**config.mk**
```make
export PLATFORM = sky130hd
export DESIGN_NAME = mlps_cell
export DESIGN_NICKNAME = d
export VERILOG_FILES = /design/src/design/mlps_pkg.sv /design/src/design/mlps_cell.sv
export SDC_FILE = /design/constraint.sdc
export NUM_CORES = 1
export LEC_CHECK = 0
export BUFFER_PORTS_ARGS = -buffer_cell sky130_fd_sc_hd__buf_2
export CAP_MARGIN = 20
export CORE_MARGIN = 10
export CORE_UTILIZATION = 45
export DETAILED_ROUTE_END_ITERATION = 8
export HOLD_SLACK_MARGIN = 0.05
export PLACE_DENSITY = 0.82
export SKIP_LAST_GASP = 1
export SYNTH_ARGS = -nofsm -noshare
export SYNTH_HDL_FRONTEND = slang
export SYNTH_SLANG_ARGS = --single-unit
```
**constraint.sdc**
```tcl
create_clock -name clk -period 3.43 [get_ports clk]
set_input_delay 0.1715 -clock clk [delete_from_list [all_inputs] [get_ports clk]]
set_output_delay 0.1715 -clock clk [all_outputs]
set_load 0.03 [all_outputs]
```
**src/design/mlps_pkg.sv**
```systemverilog
// Shared constants, types and activation tables for the perceptron scorer.
package mlps_pkg;

  localparam int DEF_N_INPUTS = 64;
  localparam int DEF_N_HIDDEN = 25;

  localparam logic [2:0] OP_HWEIGHT = 3'd0;
  localparam logic [2:0] OP_HBIAS   = 3'd1;
  localparam logic [2:0] OP_OWEIGHT = 3'd2;
  localparam logic [2:0] OP_FEATURE = 3'd4;

  localparam logic CFG_THRESHOLD = 1'b0;
  localparam logic CFG_OUT_BIAS  = 1'b1;

  localparam logic [63:0] EXP_STEP = 64'd4034748382;
  localparam logic [63:0] ONE_Q32  = 64'h0000_0001_0000_0000;

  typedef logic [32:0] exp_rom_t [0:256];
  typedef logic [16:0] act_rom_t [0:256];

  // Control for one cell of the hidden-neuron ring.
  typedef struct packed {
    logic shift;
    logic bias_we;
    logic ow_we;
  } cell_ctrl_t;

  // Restoring division, evaluated only while the tables are built.
  function automatic logic [63:0] div_long(logic [63:0] n, logic [63:0] d);
    logic [64:0] r;
    logic [63:0] q;
    r = '0;
    q = '0;
    for (int i = 63; i >= 0; i--) begin
      r = {r[63:0], n[i]};
      if (r >= {1'b0, d}) begin
        r = r - {1'b0, d};
        q[i] = 1'b1;
      end
    end
    return q;
  endfunction

  // Samples of exp(-k/16) in Q32.
  function automatic exp_rom_t build_exp();
    exp_rom_t x;
    logic [65:0] p;
    x[0] = ONE_Q32[32:0];
    for (int i = 1; i < 257; i++) begin
      p = 66'(x[i-1]) * 66'(EXP_STEP) + 66'(ONE_Q32 >> 1);
      x[i] = p[64:32];
    end
    return x;
  endfunction

  function automatic act_rom_t build_sig();
    exp_rom_t ex;
    act_rom_t t;
    logic [63:0] s;
    int m;
    ex = build_exp();
    for (int i = 0; i < 257; i++) begin
      m = (i < 128) ? 128 - i : i - 128;
      s = div_long(ONE_Q32 << 16, ONE_Q32 + 64'(ex[m]));
      t[i] = (i < 128) ? 17'(64'd65536 - s) : s[16:0];
    end
    return t;
  endfunction

  // tanh samples, stored offset by one in Q5.12.
  function automatic act_rom_t build_tanh();
    exp_rom_t ex;
    act_rom_t t;
    logic [63:0] mag;
    int m;
    ex = build_exp();
    for (int i = 0; i < 257; i++) begin
      m = (i < 128) ? 128 - i : i - 128;
      mag = div_long((ONE_Q32 - 64'(ex[2*m])) << 12, ONE_Q32 + 64'(ex[2*m]));
      t[i] = (i < 128) ? 17'(64'd4096 - mag) : 17'(64'd4096 + mag);
    end
    return t;
  endfunction

  localparam act_rom_t SIG_ROM  = build_sig();
  localparam act_rom_t TANH_ROM = build_tanh();

  // Linear interpolation between neighboring samples, floored.
  function automatic logic [16:0] rom_interp(logic [16:0] lo, logic [16:0] hi,
                                             logic [7:0] f);
    logic [26:0] p;
    p = 27'(lo) * 27'(9'd256 - {1'b0, f}) + 27'(hi) * 27'(f);
    return p[24:8];
  endfunction

endpackage

```
**src/design/mlps_cell.sv**
```systemverilog
// One hidden neuron slot of the ring: running sum, bias and output weight.
module mlps_cell (
  input  logic                clk,
  input  logic                rst,
  input  mlps_pkg::cell_ctrl_t ctrl,
  input  logic signed [15:0]  wr_value,
  input  logic signed [39:0]  sum_in,
  input  logic signed [15:0]  bias_in,
  input  logic signed [15:0]  ow_in,
  output logic signed [39:0]  sum,
  output logic signed [15:0]  bias,
  output logic signed [15:0]  ow
);

  always_ff @(posedge clk) begin
    if (rst) begin
      sum <= '0;
    end else if (ctrl.shift) begin
      sum <= sum_in;
    end
  end

  always_ff @(posedge clk) begin
    if (ctrl.bias_we) begin
      bias <= wr_value;
    end else if (ctrl.shift) begin
      bias <= bias_in;
    end
    if (ctrl.ow_we) begin
      ow <= wr_value;
    end else if (ctrl.shift) begin
      ow <= ow_in;
    end
  end

endmodule

```
# Word level (Yosys, flattened, before mapping)
# Index checks and enable logic that the tools add are counted.
# word_totals
ff_bits	72
input_bits	93
out_inout_bits	72
word_cells	9
# classes
mux	4
n_reduce_logical	2
# ops
operator	n
$mux W16	4
$reduce_bool A2 Y1	2

# Longest topological paths before layout
# logic_depth
depth_word	2
depth_mapped	4
depth_no_buf	2

# Worst setup path after synthesis
# OpenSTA, ideal clock, no wires.
# synth_path
path_type	input to register
startpoint	in ctrl[2] (netlist bit)
endpoint	reg bias[0] (enable)
setup_ps	373
arrival_time_ps	866
t_required_ps	3057
setup_slack_ps	2191
path_stages	3
n_path_buf	2
path_cell_list	buf_6 buf_6 or2_1
# synth_between
elab_chain_len	1
# synth_rtl
element	line_no	text
from (decl)	mlps_cell.sv:5	input mlps_pkg::cell_ctrl_t ctrl,
$reduce_bool A2 Y1 (no line)	--	
to (signal assigned)	mlps_cell.sv:25	bias <= wr_value;
to (signal assigned)	mlps_cell.sv:27	bias <= bias_in;
to (decl)	mlps_cell.sv:11	output logic signed [15:0] bias,
# No other way between the ends.
# A chain may end at the register's enable or synchronous reset.

# Final worst setup path
# layout_path
startpoint	in ctrl[1] (netlist bit)
endpoint	reg bias[12] (enable)
# Same word-level chain as after synthesis.

==> metrics.md <==
| Metric | Value |
|---|---|
| Clock transition at path regs | `about 70 ps` |
| Cell type contributing the most total cell area after synthesis | `sky130_fd_sc_hd__edfxtp_1` |
| Beginning of the worst register-to-register path | `sum[23]` |
| Initial DRC count | `33` |
| Number of post-CTS setup repair buffers | `0` |
| Ports | `approximately 170` |
| Clock net sink count | `slightly above 70` |
| Clock root buffer master | `sky130_fd_sc_hd__clkbuf_8` |
| Hold WC Path Type | `primary input to flip-flop` |
| Number of cells on the worst reg-to-reg path | `2` |
| Kind of cell adding the most delay to the critical path | `simple AND/OR/NAND/NOR gates` |
| Row count | `29` |
| Leak Pwr | `1.96 nW` |
| HPWL after detailed placement | `5.92 mm` |
| Port Buffer Count | `approximately 160` |
| Pins over their slew limit | `0` |
| Share of post-route cells with drive strength above 1 | `0.575` |
| End of the worst hold path | `sum[18]` |
| Unrepaired setup endpoints after global routing | `no` |
| WL final | `between 7 and 8 mm` |
| Sum of internal, switching and leakage power | `2.02 mW` |
| Number of unique standard cell types used by synthesis | `11` |
| Routability congestion estimate from global placement | `0.768` |
| Transition time of the tightest slew-check pin | `around 700 ps` |
| Average detailed-routed wire length per instance | `around 17 um` |
| Clock Path Buffers | `2` |
| R2r setup slk | `~2700 ps` |
| DR DRC count | `0` |
| Routed vias | `about 2100` |
| VDD IR max | `around 0.27 mV` |
| Number of hold buffers added after CTS | `0` |
| TritonCTS clock tree | `yes` |
| Global Route Usage Sum | `0.142` |
| Die X | `approximately 100 um` |
| Number of register bits inferred by synthesis | `72` |
| Area enclosed by the die boundary | `10000 um^2` |
| Type of element launching the critical path | `primary input` |
| Mapped Cells | `approximately 200` |
| Biggest fanout along the worst timing path | `17` |
| Ranking of synthesized cells by area | `sky130_fd_sc_hd__edfxtp_1 (33%), sky130_fd_sc_hd__dfxtp_1 (28%), sky130_fd_sc_hd__mux2i_1 (14%)` |
| Grt total ovfl | `0` |
| Arrival @ worst endpoint | `around 1200 ps` |
| Final cycle utilization of the critical path | `0.360` |
| Syn_nets | `~290` |
| Floorplan core area | `roughly 6300 um^2` |
| Result of the run | `finished, final reports clean` |
| Clock buffers created by TritonCTS | `9` |
| Share of the synthesized area in the top cell type | `0.332` |
| Part of the Yosys area used for sequential elements | `0.608` |
| Largest stage delay on the critical path | `~630 ps` |
| Insertion delay of the later-clocked pin in the worst-skew pair | `around 330 ps` |
| Via count of the first global-routing pass | `about 2300` |
| Reg-to-reg critical path endpoint | `sum[23]` |
| Number of antenna violations at the first check in global routing | `1` |
| Crit Path Class | `primary input to flip-flop` |
| Number of instances resized during post-cts repair | `0` |
| Syn_area_per_cell | `about 15 um^2` |
| Final net count | `about 460` |
| Final worst path period need | `roughly 1200 ps` |
| Setup-failing EPs final | `0` |
| Critical hold path startpoint | `sum_in[18]` |
| Average vias per placed instance | `about 4.8` |
| Commonest non-fill, non-tap cells in the layout | `sky130_fd_sc_hd__buf_2 (164), sky130_fd_sc_hd__mux2i_1 (40), sky130_fd_sc_hd__nor2_1 (40), sky130_fd_sc_hd__dfxtp_1 (40), sky130_fd_sc_hd__edfxtp_1 (32)` |
| Type of destination of the critical path | `flip-flop` |
| Worst-path cell chain | `buf_2 > or2_1` |
| Standard cell area after detailed placement | `around 3700 um^2` |
| Max-cap violation count | `0` |
| Accumulated negative setup slack | `0 ps` |
| Initial Util | `0.459` |
| Remaining antenna violation count | `0` |
| Count of cells along the worst hold path | `3` |
| Most common cell after layout, fill and taps aside | `sky130_fd_sc_hd__buf_2` |
| Cell with the biggest individual delay on the critical path | `sky130_fd_sc_hd__or2_1` |
| Slew Limit Headroom | `0.532` |
| Buffers and inverters on the worst path | `1` |
| Crit path required time | `3390 ps` |
| Maximum clock rate | `0.810 GHz` |
| # H-tree levels | `3` |
| Number of failing hold endpoints at the final stage | `0` |
| Y dimension of the die | `approximately 100 um` |
| First-pass GRT wire length | `between 10 and 15 mm` |
| Syn. warnings | `0` |
| Synth-to-Final Area Change | `33.3%` |
| Summed instance area of the synthesized netlist | `~2900 um^2` |
| Largest net degree at the start of global routing | `between 40 and 50` |
| Critical path launch point | `ctrl[1]` |
| Final instance area | `roughly 3900 um^2` |
| Iteration count of the initial detailed-routing pass | `4` |
| Final worst clock skew | `0 ps` |
| Power density over cell area | `~520 nW/um^2` |
| Final antenna diode count | `0` |
-- flip-flops by register name (all words and copies together), names as in the netlist --
| register | cells |
|---|---|
| ow | 16 |
| sum | 40 |
| bias | 16 |
-- stage by stage --
step | util | worst slack (ps) | cells | hold slack [ps]
2_1_floorplan | - | 2190 | 199 | 319
3_3_place_gp | 0.582 | 1890 | 428 | 404
3_5_place_dp | 0.582 | 1800 | 428 | 415
4_1_cts | 0.612 | 2160 | 444 | 56.8
5_1_grt | 0.612 | 2120 | 444 | 61.0
6_report | 0.612 | 2200 | 444 | 69.7
-- kinds of logic after synthesis --
family | after synthesis | synth area share
mux | 72 | 0.286
simple gates | 42 | 0.0561
buf+inv | 13 | 0.0501
flops | 72 | 0.608
-- cells in the mapped netlist --
master / n
sky130_fd_sc_hd__clkbuf_1: 4
sky130_fd_sc_hd__mux2_4: 18
sky130_fd_sc_hd__buf_12: 2
sky130_fd_sc_hd__buf_8: 3
sky130_fd_sc_hd__nor2_1: 40
sky130_fd_sc_hd__buf_6: 4
sky130_fd_sc_hd__mux2i_1: 40
sky130_fd_sc_hd__or2_1: 2
sky130_fd_sc_hd__dfxtp_1: 40
sky130_fd_sc_hd__edfxtp_1: 32
sky130_fd_sc_hd__mux2_2: 14
-- worst max path at each step --
stage	end	slack (ps)	cells past startpoint
3_3_place_gp	bias[10]	1890	2
3_5_place_dp	bias[8]	1800	2
6_report	bias[12]	2200	2
4_1_cts	bias[14]	2160	2
2_1_floorplan	bias[0]	2190	3
5_1_grt	bias[13]	2120	2
-- tightest hold or removal path, delay by kind of cell --
family                 cells  cell delay, ps
muxes                      1              50
and+or+nand+nor            1              70
buffers and inverters      1              70
-- report_power, final --
group | total [mW] | internal, mW | switching [mW] | leakage, nW
registers | 0.997 | 0.973 | 0.0249 | 0.656
clock network | 0.626 | 0.328 | 0.298 | 0.0901
logic | 0.396 | 0.148 | 0.248 | 1.21
-- layer usage --
layer  part of all wire  wire length (um)  up-vias  global-route usage
met1               0.39              2960      962               0.147
met4             0.0095                72        0              0.0587
met2               0.44              3350      131               0.218
met3               0.16              1180        7               0.101
li1                   -                 -     1019                   -
met5                  0                 0        -                   0
-- final cells by class --
class                           instances  area (um^2)
Clock buffer                            9          124
Timing Repair Buffer                  165          828
Sequential cell                        72         1760
Tap cell                               77         96.3
Multi-Input combinational cell        114          991
Fill cell                             523         2450
Clock inverter                          7         62.6
(Power assumes the default switching activity.)
